===== src/hdl/text_console_cursor_engine_unit_assert.svh =====
// Assertion macros used by the text console executor.
`ifndef TEXT_CONSOLE_CURSOR_ENGINE_UNIT_ASSERT_SVH
`define TEXT_CONSOLE_CURSOR_ENGINE_UNIT_ASSERT_SVH

// Same-cycle implication, disabled in reset.
`define TCCE_ASSERT_NOW(lbl, clk, rst_n, ante, cons) \
  lbl: assert property (@(posedge clk) disable iff (!rst_n) (ante) |-> (cons)) \
    else $error("text console check failed");

// Next-cycle implication, disabled in reset.
`define TCCE_ASSERT_NEXT(lbl, clk, rst_n, ante, cons) \
  lbl: assert property (@(posedge clk) disable iff (!rst_n) (ante) |=> (cons)) \
    else $error("text console check failed");

`endif


===== src/hdl/tcce_pkg.sv =====
// Types and constants shared across the text console engine.
package tcce_pkg;

  typedef enum logic [2:0] {
    MODE_PUT       = 3'd0,
    MODE_BACKSPACE = 3'd1,
    MODE_TAB       = 3'd2,
    MODE_CLEAR     = 3'd3,
    MODE_SCROLL    = 3'd4,
    MODE_READ      = 3'd5
  } mode_t;

  typedef enum logic [2:0] {
    OP_PUT,
    OP_NEWLINE,
    OP_BACKSPACE,
    OP_TAB,
    OP_CLEAR,
    OP_SCROLL,
    OP_READ,
    OP_NOP
  } op_t;

  typedef enum logic [3:0] {
    ST_INIT,
    ST_IDLE,
    ST_EXEC,
    ST_TAB,
    ST_CLEAR,
    ST_COPY_RD,
    ST_COPY_WR,
    ST_FILL,
    ST_READ_CAP,
    ST_DONE
  } state_t;

  typedef struct packed {
    op_t        op;
    logic       use_cursor;
    logic [4:0] row;
    logic [6:0] column;
    logic [7:0] char_code;
    logic [7:0] attribute;
  } entry_t;

  typedef struct packed {
    logic full;
    logic empty;
  } qstat_t;

  localparam logic [7:0] NEWLINE_CODE       = 8'd10;
  localparam logic [7:0] SPACE_CODE         = 8'd32;
  localparam logic [7:0] SCROLL_FILL_ATTR   = 8'h07;
  localparam logic [7:0] DEFAULT_ATTR_RESET = 8'd15;
  localparam int         TAB_CELLS          = 4;
  localparam int         TAB_CNT_W          = 2;
  localparam int         QUEUE_DEPTH        = 2;
  localparam int         QPTR_W             = 1;

endpackage


===== src/hdl/tcce_chan_if.sv =====
// Valid/ready channel interfaces for command beats and result beats.
interface tcce_in_if;
  logic       valid;
  logic       ready;
  logic [2:0] mode;
  logic       use_cursor;
  logic [4:0] row;
  logic [6:0] column;
  logic [7:0] char_code;
  logic [7:0] attribute;

  modport source (output valid, mode, use_cursor, row, column, char_code, attribute,
                  input ready);
  modport sink (input valid, mode, use_cursor, row, column, char_code, attribute,
                output ready);
endinterface



===== src/hdl/tcce_front.sv =====
// Command front end: takes input beats, classifies them and pushes queue entries.
module tcce_front #(
  parameter int SCREEN_ROWS    = 25,
  parameter int SCREEN_COLUMNS = 80
) (
  tcce_in_if.sink          in_ch,
  input  logic             init_busy,
  input  tcce_pkg::qstat_t q_stat,
  output logic             push,
  output tcce_pkg::entry_t push_data
);

  logic off_screen;
  tcce_pkg::op_t op;

  // explicit put positions outside the screen turn into no-ops, newline included
  assign off_screen = !in_ch.use_cursor &&
                      ((32'(in_ch.row) >= SCREEN_ROWS) ||
                       (32'(in_ch.column) >= SCREEN_COLUMNS));

  always_comb begin
    case (in_ch.mode)
      tcce_pkg::MODE_PUT: begin
        if (off_screen) begin
          op = tcce_pkg::OP_NOP;
        end else if (in_ch.char_code == tcce_pkg::NEWLINE_CODE) begin
          op = tcce_pkg::OP_NEWLINE;
        end else begin
          op = tcce_pkg::OP_PUT;
        end
      end
      tcce_pkg::MODE_BACKSPACE: op = tcce_pkg::OP_BACKSPACE;
      tcce_pkg::MODE_TAB:       op = tcce_pkg::OP_TAB;
      tcce_pkg::MODE_CLEAR:     op = tcce_pkg::OP_CLEAR;
      tcce_pkg::MODE_SCROLL:    op = tcce_pkg::OP_SCROLL;
      tcce_pkg::MODE_READ:      op = tcce_pkg::OP_READ;
      default:                  op = tcce_pkg::OP_NOP;
    endcase
  end

  assign in_ch.ready = !q_stat.full && !init_busy;
  assign push        = in_ch.valid && in_ch.ready;

  assign push_data.op         = op;
  assign push_data.use_cursor = in_ch.use_cursor;
  assign push_data.row        = in_ch.row;
  assign push_data.column     = in_ch.column;
  assign push_data.char_code  = in_ch.char_code;
  assign push_data.attribute  = in_ch.attribute;

endmodule


===== src/flat_wrapper.sv =====
// flat-port wrapper written by rule: the top's interface ports become plain ports
module tcce_front_flat 
#(
  parameter int SCREEN_ROWS    = 25,
  parameter int SCREEN_COLUMNS = 80
)
  (init_busy, q_stat, push, push_data, in_ch_valid, in_ch_mode, in_ch_use_cursor, in_ch_row, in_ch_column, in_ch_char_code, in_ch_attribute, in_ch_ready);
  tcce_in_if in_ch_i ();
  input  logic init_busy;
  input  tcce_pkg::qstat_t q_stat;
  output logic push;
  output tcce_pkg::entry_t push_data;
  input wire logic [$bits(in_ch_i.valid)-1:0] in_ch_valid;
  input wire logic [$bits(in_ch_i.mode)-1:0] in_ch_mode;
  input wire logic [$bits(in_ch_i.use_cursor)-1:0] in_ch_use_cursor;
  input wire logic [$bits(in_ch_i.row)-1:0] in_ch_row;
  input wire logic [$bits(in_ch_i.column)-1:0] in_ch_column;
  input wire logic [$bits(in_ch_i.char_code)-1:0] in_ch_char_code;
  input wire logic [$bits(in_ch_i.attribute)-1:0] in_ch_attribute;
  output wire logic [$bits(in_ch_i.ready)-1:0] in_ch_ready;
  assign in_ch_i.valid = in_ch_valid;
  assign in_ch_i.mode = in_ch_mode;
  assign in_ch_i.use_cursor = in_ch_use_cursor;
  assign in_ch_i.row = in_ch_row;
  assign in_ch_i.column = in_ch_column;
  assign in_ch_i.char_code = in_ch_char_code;
  assign in_ch_i.attribute = in_ch_attribute;
  assign in_ch_ready = in_ch_i.ready;
  tcce_front #(.SCREEN_ROWS(SCREEN_ROWS), .SCREEN_COLUMNS(SCREEN_COLUMNS)) u_core (.in_ch(in_ch_i), .init_busy(init_busy), .q_stat(q_stat), .push(push), .push_data(push_data));
endmodule

===== config.mk =====
export PLATFORM = sky130hd
export DESIGN_NAME = tcce_front_flat
export DESIGN_NICKNAME = d
export VERILOG_FILES = /design/src/hdl/text_console_cursor_engine_unit_assert.svh /design/src/hdl/tcce_pkg.sv /design/src/hdl/tcce_chan_if.sv /design/src/hdl/tcce_front.sv /design/src/flat_wrapper.sv
export SDC_FILE = /design/constraint.sdc
export NUM_CORES = 1
export LEC_CHECK = 0
export BUFFER_PORTS_ARGS = -buffer_cell sky130_fd_sc_hd__clkbuf_2
export CAP_MARGIN = 20
export CORE_MARGIN = 2
export CORE_UTILIZATION = 25
export DETAILED_ROUTE_END_ITERATION = 7
export PLACE_DENSITY = 0.84
export SYNTH_ARGS = -nofsm -noshare
export SYNTH_HDL_FRONTEND = slang
export SYNTH_SLANG_ARGS = --single-unit

===== constraint.sdc =====
create_clock -name vclk -period 0.8
set_input_delay 0 -clock vclk [all_inputs]
set_output_delay 0 -clock vclk [all_outputs]
set_load 0.02 [all_outputs]

==> impl_results.md, run 1 <==
* Outcome: complete, but fails checks
* Failing checks: setup timing
* First-pass GRT wire length at 1262 um
* Vias per cell at about 4.5
* Total length of routed met2 wires at 535 um
* Final hold violation count at 0
* YS warnings at 0
* Share of post-route cells with drive strength above 1 at a little over four fifths
* Drt pass-1 iters at 1
* IR drop worst, VDD at ~0.30 mV
* WL final at between 900 and 1000 um
* WHS at around 0.000009 ns
* Arrival @ worst endpoint at between 0.8 and 0.9 ns
* Hold Path Stages at 0
* Seq/Total Area, Yosys at 0%
* FMAX at 1164 MHz
* Layout Cells excl Fill at 83
* Largest area contributor in the netlist: buf_4
* NumNets Final at around 110
* Final Cycle Share at 107.3%
* Initial core utilization at 28.03%
* Setup WS post-layout at -0.05876 ns
* Final setup violation count at 3
* DIE HEIGHT at approximately 40 um
* Netlist cell types at 12
* Layout area overhead at 38.61%
* Unrepaired setup endpoints after global routing: yes
* Synth Area in Compound Gates at 16.99%
* Via Count at approximately 370
* Die area at roughly 1600 um2
* Top-count cell post-synth: buf_4
* Setup slack at placement at -0.1308 ns
* Storage cell area at 0 um2
* WL/cell at 11.04 um
* PwrDens at ~660 nW/um2
* Slew margin rel. at 84.78%
* # fillers at 126
* Ports at 70
* Worst Hold Launch: in_ch_attribute[3]
* Worst Path Required at 0.80 ns
* Synthesized instance count at 45
* Synth Area in Simple Gates at 15.83%
* Leak pwr at about 0.00026 uW
* Psw at approximately 160 uW
* Antenna violations before repair at 0
* Max-cap violations at 0
* Maximum fanout along the worst path at 3
* Share of power burned in registers at 0%
* Placed insts at between 80 and 90
* Gr ovfl total at 0
* Post-synth top area share at 67.18%
* Core area at around 1200 um2
* Die width at around 40 um
* Largest family of logic cells by synthesized area: buffers and inverters
* Cell-internal power at between 100 and 150 uW
* Worst Hold Class: in -> out
* DRC viols at 0
* Placer Congestion at 0.7193
* Placed cell area at just under 400 um2
* GRT Total Usage at between 10 and 15%
* Port Buffers at 45
* Clk_buf instances at 0
* Largest net degree at the start of global routing at 5
* Top sig layer: met4
* Critical Path End Type: output port
* Final instance area at around 450 um2
* Synth Area per Inst at about 7.2 um2
* DRT iter0 DRCs at 0
* Net Count, Synth at 81
* Total Neg Setup Slack at -0.1641 ns
* Number of global-route vias before repair at 347
* Flip-flop and latch count at 0
* Setup Crit Path Kind: in -> out
* WL met1 at 253 um
* Hold EP: push_data[3]
* Multiplexer share of the synthesized area at 0%
* Clock network fraction of total power at 0%
* Slew Limit Fails at 0
* Post-synth top cells: 29 x buf_4, 3 x nor2_1, 3 x o21ai_1
* Final min period at ~0.86 ns
* Comb pwr share at 100.0%
* CP Launch Type: input port
* Synth Cell Area at 324.1 um2
* Routed length on met3 at between 100 and 150 um
* Post-Synth XOR/XNOR Area at 0%
* Switching Fraction at 54.87%
* ANT nets after route at 0
* Synth area leaders: buf_4 67%, o21ai_1 4.6%, o21a_4 4.6%
* Adder-Cell Fraction of Synth Area at 0%
* Diode count at 0
* Worst-margin pin slew at ~0.23 ns
* Row cnt at 12
## power by group through the flow
stage	combinational [uW]	clock, uW	sequential, uW
after floorplan	264	0	0
after global placement	264	0	0
after detailed placement	267	0	0
after CTS	282	0	0
after global routing	318	0	0
final	295	0	0
## worst max-delay path, stage by stage
cell and delay (ns):
buf_6 0.09, o311a_1 0.34, o21ai_2 0.16, nand3b_1 0.09
buf_2 0.16
## layout by cell type, fill, tap and decap left out, types with 2 or more instances in the layout
cell / count
o21ai_1: 2
buf_4: 9
clkbuf_2: 41
nor2_1: 3
buf_2: 2
## layer usage
metal  track usage (%)  vias up
met5                 0        -
met4             2.586        0
met3                 0        4
met2             27.02       34
met1             8.882      163
li1                  -      173
## how the worst max path moves through the flow
stage | start | endpoint | slack [ns] | cells after the start
2_1_floorplan | in_ch_row[1] | push_data[31] | 0.09 | 3
3_3_place_gp | in_ch_row[1] | push_data[31] | -0.09 | 5
3_5_place_dp | in_ch_row[1] | push_data[31] | -0.13 | 5
4_1_cts | in_ch_row[1] | push_data[31] | -0.06 | 5
5_1_grt | in_ch_row[1] | push_data[31] | -0.14 | 5
6_report | in_ch_row[1] | push_data[31] | -0.06 | 5
## metrics by stage
step                      power (uW)  utilization, %
after floorplan                263.9               -
after CTS                      282.4           36.90
after global routing           318.0           38.85
final                          295.0           38.85
after global placement         263.6           34.09
after detailed placement       266.8           34.09
## cells by family after synthesis
logic type / after synthesis
buf+inv: 29
compound gates: 7
simple gates: 9
## cell type report
class / instances / area [um2] / area share (%)
multi-input combinational: 16 / 137.6 / 30.64
tap: 14 / 17.52 / 3.900
timing repair buffer: 53 / 294.0 / 65.46
## what timing repair did
action	4_1_cts	5_1_grt
hold buffers	0	0
buffers inserted	1	1
gates resized for setup	5	5
pin swaps	1	0
gates cloned	0	0
setup endpoints to repair	3	3
Power figures use the tool's default switching activity.
==> run 2: changes to the inputs <==
--- a/config.mk
+++ b/config.mk
@@ -11,6 +11,7 @@
 export CORE_UTILIZATION = 25
 export DETAILED_ROUTE_END_ITERATION = 7
 export PLACE_DENSITY = 0.84
+export SETUP_SLACK_MARGIN = 0.2
 export SYNTH_ARGS = -nofsm -noshare
 export SYNTH_HDL_FRONTEND = slang
 export SYNTH_SLANG_ARGS = --single-unit
==> run 2 against run 1 <==
The flow still finishes with violations (setup timing). Critical path depth stayed put. Global-route usage decreased by 2.3 points. Setup slack improved by 0.016 ns. Combinational power fell by 6%. Sequential cell count did not move. Hold slack is essentially flat. Wire length is 18% lower. Largest cell class unchanged. Highest routed layer is now met3.
==> impl_results.md, run 2 (synthesis results as in run 1) <==
* CP Launch Type: input port (unchanged)
* Worst path depth at 5 (unchanged)
* Drt pass-1 iters at 1 (unchanged)
* Layout area overhead at 27.80% (was 38.61%)
* Worst path bufs/invs at 2 (unchanged)
* Antenna violations before repair at 0 (unchanged)
* GRT Total Usage at 8.830% (was 11.12%)
* Worst-margin pin slew at 0.2418 ns (was 0.2266 ns)
* Initial core utilization at 28.03% (unchanged)
* Clk_buf instances at 0 (unchanged)
* DRT iter0 DRCs at 0 (unchanged)
* Worst Hold Class: in -> out (unchanged)
* Hold Path Stages at 0 (unchanged)
* ANT nets after route at 0 (unchanged)
* Final hold violation count at 0 (unchanged)
* First-pass GRT wire length at 1028 um (was 1262 um)
* Setup WS post-layout at -0.04288 ns (was -0.05876 ns)
* CP peak stage delay at 0.35 ns (was 0.34 ns)
* Slew margin rel. at 83.75% (was 84.78%)
* IR drop worst, VDD at 0.2321 mV (was 0.2965 mV)
* Via Count at 347 (was 374)
* Failing checks: setup timing (unchanged)
* Largest net degree at the start of global routing at 5 (unchanged)
* Setup slack at placement at -0.06436 ns (was -0.1308 ns)
* Crit path max-delay family: compound AO/OA/AOI/OAI gates (unchanged)
* WL/cell at 9.577 um (was 11.04 um)
* Share of post-route cells with drive strength above 1 at 82.81% (was 84.06%)
* DIE HEIGHT at 40.01 um (unchanged)
* Vias per cell at 4.449 (was 4.506)
* Storage cell area at 0 um2 (unchanged)
* Max-cap violations at 0 (unchanged)
* PwrDens at 668.9 nW/um2 (was 656.8 nW/um2)
* Maximum fanout along the worst path at 3 (unchanged)
* # hold bufs at CTS at 0 (unchanged)
* CP max-delay cell: o311a_1 (unchanged)
* DRC viols at 0 (unchanged)
* Diode count at 0 (unchanged)
* Outcome: complete, but fails checks (unchanged)
* Final min period at 0.8429 ns (was 0.8588 ns)
* Leak pwr at 0.0002486 uW (was 0.0002629 uW)
* NumNets Final at 102 (was 107)
* Ports at 70 (unchanged)
* # Post-CTS Setup Buffers at 0 (was 1)
* Die area at 1600 um2 (unchanged)
* Placer Congestion at 0.6393 (was 0.7193)
* Post-layout util at 35.82% (was 38.85%)
* Final instance area at 414.1 um2 (was 449.2 um2)
* Total Neg Setup Slack at -0.1105 ns (was -0.1641 ns)
* Placed insts at 78 (was 81)
* Gr ovfl total at 0 (unchanged)
* Slew Limit Fails at 0 (unchanged)
* Post-cts sizing count at 2 (was 5)
* Final Cycle Share at 105.4% (was 107.3%)
* Placed cell area at 377.9 um2 (was 394.1 um2)
* Most frequent cells in the layout: 42 x clkbuf_2, 4 x buf_4, 2 x o21ai_1, 2 x nor2_1, 2 x buf_6 (was 41 x clkbuf_2, 9 x buf_4, 3 x nor2_1, 2 x o21ai_1, 2 x buf_2)
* Cells along the critical path: buf_6 -> o311a_1 -> o21ai_2 -> nand3b_1 -> buf_6 (was buf_6 -> o311a_1 -> o21ai_2 -> nand3b_1 -> buf_2)
* Core area at 1156 um2 (unchanged)
* Worst Path Required at 0.80 ns (about the same)
* Row cnt at 12 (unchanged)
* WL final at 747 um (was 916 um)
* Flip-flop and latch count at 0 (unchanged)
* Commonest non-fill, non-tap cell in the layout: clkbuf_2 (unchanged)
* FMAX at 1186 MHz (was 1164 MHz)
* Arrival @ worst endpoint at 0.84 ns (was 0.86 ns)
* Most common cell on crit path: buf_6
* Number of global-route vias before repair at 294 (was 347)
* Unrepaired setup endpoints after global routing: yes (unchanged)
* Final setup violation count at 3 (unchanged)
* Critical Path End Type: output port (unchanged)
* Layout Cells excl Fill at 78 (was 83)
* Port Buffers at 45 (unchanged)
* Die width at 40.01 um (unchanged)
* Setup Crit Path Kind: in -> out (unchanged)
[run 2: routing by layer]
metal	vias to the layer above	share of wire, %	global-route usage, %
li1	167	-	-
met1	154	27	5.921
met2	26	63	22.18
met3	0	10	1.667
met4	0	0	0.8621
met5	-	0	0
[run 2: where the power goes]
part	internal [uW]	switching [uW]	total (uW)	leakage, uW
combinational	124	153	277	0.000249
clock	0	0	0	0
sequential	0	0	0	0
total	124	153	277	0.000249
[run 2: layout make-up]
cell class / instances / area [um2]
well taps: 14 / 17.52
fillers: 130 / 742.0
repair buffers: 48 / 262.8
multi-input cells: 16 / 133.9
[run 2: final timing paths]
kind	startpoint	end	slack, ns
setup / recovery	in_ch_row[1]	push_data[31]	-0.04
hold / removal	in_ch_attribute[2]	push_data[2]	0.000009
[run 2: stage by stage]
step,power [uW],hold WS (ns)
3_3_place_gp,255.0,0.0001367
6_report,277.0,0.000008833
3_5_place_dp,260.1,0.0001367
2_1_floorplan,266.2,0.04531
5_1_grt,297.6,0.00002926
4_1_cts,265.0,0.0001367
