==> src/hdl/text_console_cursor_engine_unit_assert.svh <==
// Assertion macros used by the text console executor.
`ifndef TEXT_CONSOLE_CURSOR_ENGINE_UNIT_ASSERT_SVH
`define TEXT_CONSOLE_CURSOR_ENGINE_UNIT_ASSERT_SVH

// Same-cycle implication, disabled in reset.
`define TCCE_ASSERT_NOW(lbl, clk, rst_n, ante, cons) \
  lbl: assert property (@(posedge clk) disable iff (!rst_n) (ante) |-> (cons)) \
    else $error("text console check failed");

// Next-cycle implication, disabled in reset.
`define TCCE_ASSERT_NEXT(lbl, clk, rst_n, ante, cons) \
  lbl: assert property (@(posedge clk) disable iff (!rst_n) (ante) |=> (cons)) \
    else $error("text console check failed");

`endif

==> src/hdl/tcce_pkg.sv <==
// Types and constants shared across the text console engine.
package tcce_pkg;

  typedef enum logic [2:0] {
    MODE_PUT       = 3'd0,
    MODE_BACKSPACE = 3'd1,
    MODE_TAB       = 3'd2,
    MODE_CLEAR     = 3'd3,
    MODE_SCROLL    = 3'd4,
    MODE_READ      = 3'd5
  } mode_t;

  typedef enum logic [2:0] {
    OP_PUT,
    OP_NEWLINE,
    OP_BACKSPACE,
    OP_TAB,
    OP_CLEAR,
    OP_SCROLL,
    OP_READ,
    OP_NOP
  } op_t;

  typedef enum logic [3:0] {
    ST_INIT,
    ST_IDLE,
    ST_EXEC,
    ST_TAB,
    ST_CLEAR,
    ST_COPY_RD,
    ST_COPY_WR,
    ST_FILL,
    ST_READ_CAP,
    ST_DONE
  } state_t;

  typedef struct packed {
    op_t        op;
    logic       use_cursor;
    logic [4:0] row;
    logic [6:0] column;
    logic [7:0] char_code;
    logic [7:0] attribute;
  } entry_t;

  typedef struct packed {
    logic full;
    logic empty;
  } qstat_t;

  localparam logic [7:0] NEWLINE_CODE       = 8'd10;
  localparam logic [7:0] SPACE_CODE         = 8'd32;
  localparam logic [7:0] SCROLL_FILL_ATTR   = 8'h07;
  localparam logic [7:0] DEFAULT_ATTR_RESET = 8'd15;
  localparam int         TAB_CELLS          = 4;
  localparam int         TAB_CNT_W          = 2;
  localparam int         QUEUE_DEPTH        = 2;
  localparam int         QPTR_W             = 1;

endpackage

==> src/hdl/tcce_queue.sv <==
// Short command queue between the front end and the executor.
module tcce_queue (
  input  logic             clk,
  input  logic             rst_n,
  input  logic             push,
  input  tcce_pkg::entry_t push_data,
  input  logic             pop,
  output tcce_pkg::entry_t pop_data,
  output tcce_pkg::qstat_t stat
);

  tcce_pkg::entry_t            q_r [tcce_pkg::QUEUE_DEPTH];
  logic [tcce_pkg::QPTR_W-1:0] wr_ptr_r, wr_ptr_nxt;
  logic [tcce_pkg::QPTR_W-1:0] rd_ptr_r, rd_ptr_nxt;
  logic [tcce_pkg::QPTR_W:0]   count_r, count_nxt;

  always_comb begin
    wr_ptr_nxt = wr_ptr_r;
    rd_ptr_nxt = rd_ptr_r;
    count_nxt  = count_r;
    if (push) begin
      wr_ptr_nxt = wr_ptr_r + tcce_pkg::QPTR_W'(1);
    end
    if (pop) begin
      rd_ptr_nxt = rd_ptr_r + tcce_pkg::QPTR_W'(1);
    end
    if (push && !pop) begin
      count_nxt = count_r + (tcce_pkg::QPTR_W + 1)'(1);
    end else if (pop && !push) begin
      count_nxt = count_r - (tcce_pkg::QPTR_W + 1)'(1);
    end
  end

  always_ff @(posedge clk) begin
    if (!rst_n) begin
      wr_ptr_r <= '0;
      rd_ptr_r <= '0;
      count_r  <= '0;
    end else begin
      wr_ptr_r <= wr_ptr_nxt;
      rd_ptr_r <= rd_ptr_nxt;
      count_r  <= count_nxt;
    end
  end

  always_ff @(posedge clk) begin
    if (push) begin
      q_r[wr_ptr_r] <= push_data;
    end
  end

  assign pop_data   = q_r[rd_ptr_r];
  assign stat.full  = (count_r == (tcce_pkg::QPTR_W + 1)'(tcce_pkg::QUEUE_DEPTH));
  assign stat.empty = (count_r == '0);

endmodule

==> config.mk <==
export PLATFORM = sky130hd
export DESIGN_NAME = tcce_queue
export DESIGN_NICKNAME = d
export VERILOG_FILES = /design/src/hdl/text_console_cursor_engine_unit_assert.svh /design/src/hdl/tcce_pkg.sv /design/src/hdl/tcce_queue.sv
export SDC_FILE = /design/constraint.sdc
export NUM_CORES = 1
export LEC_CHECK = 0
export BUFFER_PORTS_ARGS = -buffer_cell sky130_fd_sc_hd__buf_2
export CORE_MARGIN = 2
export CORE_UTILIZATION = 45
export DETAILED_ROUTE_END_ITERATION = 6
export PLACE_DENSITY = 0.68
export SYNTH_ARGS = -nofsm -noshare
export SYNTH_HDL_FRONTEND = slang
export SYNTH_SLANG_ARGS = --single-unit
==> constraint.sdc <==
create_clock -name clk -period 2.7 [get_ports clk]
set_clock_uncertainty 0.1 [all_clocks]
set_input_delay 0.135 -clock clk [delete_from_list [all_inputs] [get_ports clk]]
set_output_delay 0.135 -clock clk [all_outputs]
set_load 0.01 [all_outputs]
==> metrics.cfg, run 1 <==
[die]
die_x_um=79.0
die_y_um=79.0
rows=27
start_util_pct=46.2
core_sq_um=5470
die-area_sq_um=6230
ios=70

[cells_and_area]
stdcell_area_sq_um=3490
n_fill_cell=411
drive_gt1_share_pct=49.8
seqCellArea_sq_um=2020
antennaDiodeCount=0
multiInputGateArea_sq_um=483
area_growth_pct=38.0
final_util_pct=63.7
nets=271
final_cell_count_no_fill=311

[clock_tree]
htree_levels=3
clk_pin_slew_ps=70
cts_buffer_depth=2
cts_tree=built
cts.sinks=69
cts_made_buffers=9
cts_root_buf=clkbuf_8
insertion_delay_ps=320

[sta]
fmax_ghz=0.588
worst_pin_slew_ps=937
fin_setup_tns_ps=0
hold_viol=0
fin_crit_sh_pct=63.0
relSlewSlack_pct=37.4
setup_viol=0
drv_slew=0
fin_ws_ps=999
post-route-min-period_ps=1700
rsz0062_at_grt=false

[pwr]
ir_drop_v=0.000381
leakage_uw=0.00134
p_per_area_nw_per_um2=665

[min_path]
min_path_cells=3
hold_class=input port to flip-flop
hp-start=pop
min_to=rd_ptr_r

[worst_setup_path]
reg2reg_depth=1
critPathLaunchType=flip-flop
path_max_fanout=20
crit_type=flip-flop to output pin
end_kind=output pin
cp_data_required_time_ps=2470
rrSetupSlack_ps=1140
r2r_end=q_r[0][11]
r2r-start=wr_ptr_r
arrival_ps=1470

[logic_synthesis]
yosys-top-cells-count=64 x edfxtp_1, 30 x mux2_2, 5 x dfxtp_1
async_flop_share_pct=0
avgSynthCellArea_sq_um=20.7
ys_seq_area_share_pct=80.0
synth_seq_cells=69
yosys_warnings=0
synth_edf_count=64
synth_top_area_cell=edfxtp_1
synth_area_leaders=edfxtp_1 76%, mux2_2 13%, dfxtp_1 4.0%
yosysMostFrequentCell=edfxtp_1
synthesis.area_sq_um=2530
synth_top_area_share_pct=76.0
dominantRegCellSynth=edfxtp_1
syn_nets=159
synth_cells=122
yosysUniqueCellTypes=18

[drt]
vias_per_cell=4.70
initialDrtViolationCount=33
wire_per_inst_um=14.3
dr.pass1.iters=4
drc_errors=0
wl_um=4450
vias=1462
postRouteAntennaNets=0

[run]
drv_cap=0

[grt]
grt_first_pass_wirelength_um=6890
grt_pass1_vias=1539
antenna_found_initial=0
grt_overflow=0
grtUsageTotal_pct=15.0
grt_max_degree=34

[placement]
pre_cts_ws_ps=1130
port_buffers=69
dp.cells=262
gp_congestion=0.763
post_dp_cell_area_sq_um=2970
hpwl_um=2840

[outcome]
outcome=complete, no violations

cell type report:
class	count	area share [%]
Sequential cell	69	58.0
Clock inverter	6	1.83
Inverter	1	0.108
Clock buffer	10	3.66
Timing Repair Buffer	105	20.0
Multi-Input combinational cell	48	13.8
Tap cell	72	2.58
flip-flops by register name, indices dropped and copies added, names as in the netlist, named ones only:
register  cells
wr_ptr_r      1
rd_ptr_r      1
q_r          64
count_r       2
layout by cell type (no fill, tap or decap):
cell           netlist  layout
a21boi_1             1       1
and2_1               4       4
and2b_2              1       1
buf_2                0      69
buf_4                3       3
bufinv_16            0       1
clkbuf_1             0       1
clkbuf_8             0       9
clkinv_2             0       2
clkinv_4             0       1
clkinvlp_4           0       2
dfxtp_1              5       5
dlygate4sd3_1        0      33
edfxtp_1            64      64
ha_1                 1       1
inv_1                1       1
mux2_1               2       2
mux2_2              30      30
nor2_1               1       1
nor2b_1              2       1
nor2b_4              0       1
o21a_1               1       1
o21ai_0              1       1
or3_1                1       1
xnor2_1              1       1
xor2_1               2       2
per-stage QoR:
step / hold WS, ps / power (uW)
3_5_place_dp: 229 / 1530
5_1_grt: 62.3 / 2410
3_3_place_gp: 226 / 1510
2_1_floorplan: 134 / 1420
6_report: 69.6 / 2320
4_1_cts: 54.6 / 2340
critical path: stages, from the launching register on:
cell	delay [ps]
dfxtp_1	340
buf_4	280
mux2_2	380
buf_2	140
worst max-delay path by stage:
stage | slack, ps | end | cells past startpoint | start
final | 1000 | pop_data[19] | 3 | flip-flop
after floorplan | 400 | q_r[0][0] | 1 | wr_ptr_r
after global routing | 900 | pop_data[19] | 3 | flip-flop
after CTS | 970 | pop_data[19] | 3 | flip-flop
after global placement | 1170 | q_r[0][12] | 1 | wr_ptr_r
after detailed placement | 1130 | q_r[0][6] | 1 | wr_ptr_r
layer usage:
| layer | vias to the layer above | GRT usage, % | wire length, um |
|---|---|---|---|
| li1 | 693 | - | - |
| met1 | 710 | 16.3 | 1820 |
| met2 | 49 | 25.8 | 2320 |
| met3 | 10 | 4.32 | 212 |
| met4 | 0 | 9.48 | 94 |
| met5 | - | 0 | 0 |
report_power, final:
| part | internal [uW] | switching (uW) |
|---|---|---|
| clock network | 425 | 358 |
| logic | 153 | 133 |
| registers | 1230 | 17.6 |
| total | 1810 | 508 |
logic make-up (layout without fill, tap and decap cells):
| logic type | count (synthesis) | count (layout) | share of synthesized area (%) |
|---|---|---|---|
| AND/OR/NAND/NOR | 9 | 9 | 2.23 |
| AO/OA/AOI/OAI | 3 | 3 | 0.792 |
| adder cells (fa/ha/maj) | 1 | 1 | 0.495 |
| flip-flops | 69 | 69 | 80.0 |
| XOR/XNOR | 3 | 3 | 1.04 |
| buffers and inverters | 5 | 122 | 1.24 |
| multiplexers | 32 | 32 | 14.3 |
timing repair:
item                      in CTS  in global routing
gates resized for setup        0                  0
buffers inserted               0                  0
hold endpoints to repair      69                  0
hold buffers                  33                  0
(Power assumes the default switching activity.)
==> run 2, diff against run 1 <==
==> constraint.sdc (replaced) <==
create_clock -name clk -period 1.7 [get_ports clk]
set_clock_uncertainty 0.1 [all_clocks]
set_input_delay 0.085 -clock clk [delete_from_list [all_inputs] [get_ports clk]]
set_output_delay 0.085 -clock clk [all_outputs]
set_load 0.01 [all_outputs]
==> metrics.cfg, run 2 (synthesized netlist as in run 1, its figures left out) <==
[clock_tree]
cts.sinks=69  ; unchanged
cts_resized=0  ; unchanged
cts_root_buf=clkbuf_8
htree_levels=3  ; unchanged
clk_pin_slew_ps=70  ; about the same
cts_made_buffers=9  ; unchanged
cts_tree=built
insertion_delay_ps=340  ; +20 ps
cts_buffer_depth=2  ; unchanged

[pwr]
power_frac_seq_pct=51.9  ; -2.0 points
leakage_uw=0.00137  ; +2.2%
ir_drop_v=0.000733  ; +92%
p_int_uw=3030  ; +67%
p_clk_share_pct=36.0  ; +2.2 points
switching_share_pct=20.8  ; -1.1 points
pwr-share-comb_pct=12.1  ; -0.2 points
power_switching_uw=795  ; +56%
p_per_area_nw_per_um2=1080  ; +63%

[grt]
grt_pass1_vias=1585  ; +3.0%
grt_overflow=0  ; unchanged
use_met3_pct=4.77  ; +0.45 points
grtUsageTotal_pct=15.7  ; +0.69 points
top_usage_layer=met2
grt_first_pass_wirelength_um=7120  ; +3.4%
use_met2_pct=28.6  ; +2.9 points
met1_usage_pct=15.9  ; -0.40 points
grt_max_degree=34  ; unchanged
antenna_found_initial=0  ; unchanged

[run]
drv_cap=0  ; unchanged

[worst_setup_path]
critPathLaunchType=flip-flop
end_kind=output pin
arrival_ps=1410  ; -60 ps
reg2reg_depth=2  ; +1
r2r-start=wr_ptr_r
crit_type=flip-flop to output pin
path_cells=buf_4 > mux2_2 > buf_2
critPathSlowestCell=mux2_2
cpPeakStageDelay_ps=380  ; about the same
cp_top_family=multiplexers
r2r_end=q_r[1][15]
cp.buffers_inverters=2  ; unchanged
crit_path_end=pop_data[14]
path_max_fanout=16  ; -20%
cp_data_required_time_ps=1510  ; -960 ps
rrSetupSlack_ps=450  ; -690 ps
crit_cells=3  ; unchanged

[cells_and_area]
multiInputGateArea_sq_um=483  ; unchanged
mostFrequentLayoutCell=buf_2
n_fill_cell=403  ; -1.9%
final_util_pct=64.5  ; +0.78 points
layout_top_registers=q_r: 64 flops, count_r: 2 flops
nets=273  ; +0.74%
seqCellArea_sq_um=2020  ; unchanged
area_growth_pct=39.6
largest_reg_flops=64  ; unchanged
drive_gt1_share_pct=49.8  ; about the same
largest-register=q_r
stdcell_area_sq_um=3530  ; +1.2%
final_cell_count_no_fill=313  ; +0.64%
final_cell_mix=69 x buf_2, 64 x edfxtp_1, 33 x dlygate4sd3_1
antennaDiodeCount=0  ; unchanged

[sta]
worst_pin_slew_ps=246  ; -690 ps
setup_viol=0  ; unchanged
fmax_ghz=0.627
rsz0062_at_grt=false
post-route-min-period_ps=1600
hold_viol=0  ; unchanged
drv_slew=0  ; unchanged
fin_crit_sh_pct=93.9
fin_setup_tns_ps=0  ; unchanged
hold_ws_ps=26.3  ; -43.3 ps
relSlewSlack_pct=83.6  ; +46 points

[min_path]
hold_class=input port to flip-flop

[placement]
dp.cells=264  ; +0.76%
port_buffers=69  ; unchanged
post_dp_cell_area_sq_um=2990  ; +0.93%
gp_congestion=0.695  ; -8.8%

[drt]
dr.pass1.iters=4  ; unchanged
wire_per_inst_um=14.4  ; +0.63%
postRouteAntennaNets=0  ; unchanged
drc_errors=0  ; unchanged
wl_um=4500  ; +1.3%
vias=1454  ; -0.55%
vias_per_cell=4.65  ; -1.2%
initialDrtViolationCount=74  ; +120%

[die]
start_util_pct=46.2  ; unchanged
rows=27  ; unchanged
die-area_sq_um=6230  ; unchanged
die_y_um=79.0  ; unchanged
core_sq_um=5470  ; unchanged
ios=70  ; unchanged
die_x_um=79.0  ; unchanged

[outcome]
outcome=complete, no violations

==> run 2: how the worst min path moves through the flow <==
stage | from | end | slack, ps | depth (start not counted)
global route | push | wr_ptr_r | 20 | 3
global placement | push_data[8] | q_r[1][8] | 170 | 1
finish | push | wr_ptr_r | 30 | 3
CTS | push | wr_ptr_r | 10 | 3
floorplan | push_data[0] | q_r[0][0] | 80 | 0
detailed placement | push_data[5] | q_r[0][5] | 180 | 1
==> run 2: area by class of cell <==
class | instances | share of cell area [%]
sequential | 69 | 57.3
multi-input combinational | 48 | 13.7
clock inverter | 5 | 2.13
timing repair buffer | 107 | 20.6
clock buffer | 11 | 3.72
inverter | 1 | 0.106
tap | 72 | 2.55
==> run 2: power by group through the flow <==
stage | Sequential, uW | Clock (uW) | Combinational [uW]
after floorplan | 2010 | 0 | 235
after global placement | 2020 | 0 | 396
final | 1980 | 1380 | 461
after CTS | 1990 | 1410 | 469
after detailed placement | 2020 | 0 | 407
after global routing | 1990 | 1480 | 503
==> run 2: what timing repair did <==
action,in CTS,in global routing
hold buffers,33,0
setup endpoints to repair,0,0
hold endpoints to repair,69,0
setup buffers,0,0
==> run 2: through the flow <==
| stage | worst slack (ps) | power (uW) |
|---|---|---|
| global placement | 459 | 2410 |
| global route | 22.6 | 3980 |
| floorplan | 11.3 | 2250 |
| finish | 104 | 3820 |
| detailed placement | 447 | 2430 |
| CTS | 74.4 | 3860 |
==> run 2: worst register-to-register path: stages (launching register included) <==
cell and delay [ps]:
dfxtp_1 380, and2_1 170, buf_4 270
==> run 2: layer usage <==
metal	part of all wire (%)	routed length [um]	vias to the layer above
met5	0	0	-
li1	-	-	702
met2	55	2480	49
met1	37	1680	690
met3	5.2	233	13
met4	2.4	108	0
==> run 3, diff against run 2 <==
--- a/config.mk
+++ b/config.mk
@@ -6,10 +6,13 @@
 export NUM_CORES = 1
 export LEC_CHECK = 0
 export BUFFER_PORTS_ARGS = -buffer_cell sky130_fd_sc_hd__buf_2
+export CELL_PAD_IN_SITES_DETAIL_PLACEMENT = 0
+export CELL_PAD_IN_SITES_GLOBAL_PLACEMENT = 1
 export CORE_MARGIN = 2
-export CORE_UTILIZATION = 45
+export CORE_UTILIZATION = 43
 export DETAILED_ROUTE_END_ITERATION = 6
-export PLACE_DENSITY = 0.68
+export GPL_TIMING_DRIVEN = 0
+export PLACE_DENSITY = 0.76
 export SYNTH_ARGS = -nofsm -noshare
 export SYNTH_HDL_FRONTEND = slang
 export SYNTH_SLANG_ARGS = --single-unit
==> metrics.cfg, run 3 (synthesized netlist as in run 1, its figures left out) <==
[sta]
fin_crit_sh_pct=93.4  ; -0.51 points
worst_pin_slew_ps=932  ; +686 ps
setup_viol=0  ; unchanged
rsz0062_at_grt=false
fin_setup_tns_ps=0  ; unchanged
fin_ws_ps=113  ; +8.68 ps
relSlewSlack_pct=37.7  ; -46 points
hold_viol=0  ; unchanged
post-route-min-period_ps=1590  ; -8.68 ps
fmax_ghz=0.630  ; +0.55%
drv_slew=0  ; unchanged

[drt]
vias_per_cell=4.55  ; -2.0%
wire_per_inst_um=14.0  ; -2.8%
drc_errors=0  ; unchanged
wl_um=4390  ; -2.4%
vias=1430  ; -1.7%
initialDrtViolationCount=41  ; -45%
dr.pass1.iters=4  ; unchanged
postRouteAntennaNets=0  ; unchanged

[grt]
antenna_found_initial=0  ; unchanged
grt_max_degree=34  ; unchanged
grt_pass1_vias=1563  ; -1.4%
grt_overflow=0  ; unchanged
grtUsageTotal_pct=14.7  ; -1.0 points
grt_first_pass_wirelength_um=6890  ; -3.2%

[die]
ios=70  ; unchanged
rows=27  ; unchanged
start_util_pct=45.1  ; -1.1 points
die-area_sq_um=6510  ; +4.4%
die_x_um=80.7  ; +2.2%
core_sq_um=5610  ; +2.5%
die_y_um=80.7  ; +2.2%

[worst_setup_path]
cp.buffers_inverters=3  ; +1
critPathLaunchType=flip-flop
cp_data_required_time_ps=1510  ; about the same
cp_top_family=buffers and inverters
crit_type=flip-flop to output pin
path_cells=buf_6 > buf_8 > mux2_2 > buf_2
cpPeakStageDelay_ps=340  ; -40 ps
critPathSlowestCell=mux2_2
rrSetupSlack_ps=130  ; -320 ps
reg2reg_depth=1  ; -1
arrival_ps=1400  ; about the same
end_kind=output pin
path_max_fanout=10  ; -6
r2r-start=wr_ptr_r
r2r_end=q_r[1][3]

[min_path]
hp-start=push
min_to=count_r[1]
min_path_cells=4  ; +1
hold_class=input port to flip-flop

[cells_and_area]
final_cell_count_no_fill=314  ; +0.32%
final_cell_mix=69 x buf_2, 64 x edfxtp_1, 35 x dlygate4sd3_1
seqCellArea_sq_um=2020  ; unchanged
multiInputGateArea_sq_um=484  ; +0.26%
antennaDiodeCount=0  ; unchanged
nets=274  ; +0.37%
area_growth_pct=39.4
mostFrequentLayoutCell=buf_2
drive_gt1_share_pct=49.2  ; -0.62 points
largest-register=q_r
stdcell_area_sq_um=3520  ; -0.18%
layout_top_registers=q_r: 64 flops, count_r: 2 flops
largest_reg_flops=64  ; unchanged
n_fill_cell=444  ; +10%

[pwr]
ir_drop_v=0.000644  ; -12%
pwr-share-comb_pct=13.1  ; +1.0 points
power_switching_uw=768  ; -3.3%
p_int_uw=2830  ; -6.6%
switching_share_pct=21.4  ; +0.57 points
p_per_area_nw_per_um2=1020  ; -5.7%
p_clk_share_pct=31.6  ; -4.4 points
power_frac_seq_pct=55.2  ; +3.3 points
leakage_uw=0.00136  ; -0.69%
totalPowerFinal_uw=3600  ; -5.9%

[placement]
pre_cts_ws_ps=-412  ; -859 ps
port_buffers=69  ; unchanged
gp_congestion=0.612  ; -12%
post_dp_cell_area_sq_um=2970  ; -0.75%
hpwl_um=2720
dp.cells=263  ; -0.38%

[run]
drv_cap=0  ; unchanged

[clock_tree]
htree_levels=3  ; unchanged
clk_pin_slew_ps=60  ; about the same
insertion_delay_ps=320  ; -20 ps
cts_made_buffers=9  ; unchanged
cts.sinks=69  ; unchanged
cts_root_buf=clkbuf_8
cts_tree=built
cts_buffer_depth=2  ; unchanged
postCtsSetupRepairBufs=0  ; unchanged

[outcome]
outcome=complete, no violations

-- run 3: layout make-up --
cell class	instances	area share [%]
sequential	69	57.4
timing repair buffer	104	19.7
multi-input combinational	48	13.7
clock buffer	14	4.61
tap	72	2.56
buffer	4	1.60
clock inverter	2	0.284
inverter	1	0.106
-- run 3: worst max-delay path by stage --
stage / startpoint / endpoint / slack [ps] / cells after the start
finish: flip-flop / pop_data[14] / 110 / 4
global route: wr_ptr_r / q_r[0][3] / 6 / 1
CTS: flip-flop / pop_data[28] / -20 / 4
detailed placement: wr_ptr_r / q_r[1][1] / -410 / 1
global placement: wr_ptr_r / q_r[0][2] / -380 / 1
floorplan: wr_ptr_r / q_r[0][0] / 10 / 1
-- run 3: repair_timing --
item / CTS / global route
endpoints found under the setup margin: 48 / 30
hold endpoints to repair: 69 / 0
hold buffers: 35 / 0
pin swaps: 0 / 0
resized for setup: 1 / 10
-- run 3: power groups by stage --
stage | sequential (uW) | clock [uW] | combinational [uW]
after floorplan | 2010 | 0 | 235
after global placement | 2020 | 0 | 387
after detailed placement | 2020 | 0 | 399
after CTS | 1990 | 1180 | 464
after global routing | 1990 | 1240 | 516
final | 1990 | 1140 | 472
-- run 3: per-layer routing --
metal	global-route usage, %	vias to the layer above	share of wire [%]
met5	0	-	0
met4	5.59	0	0
met3	5.96	0	5.2
met2	25.2	42	52
met1	16.3	691	43
li1	-	697	-
-- run 3: through the flow --
stage / hold slack (ps) / util [%]
after floorplan: 83.9 / -
after global placement: 172 / 52.9
after detailed placement: 177 / 53.0
after CTS: 147 / 62.3
after global routing: 196 / 62.9
final: 167 / 62.9
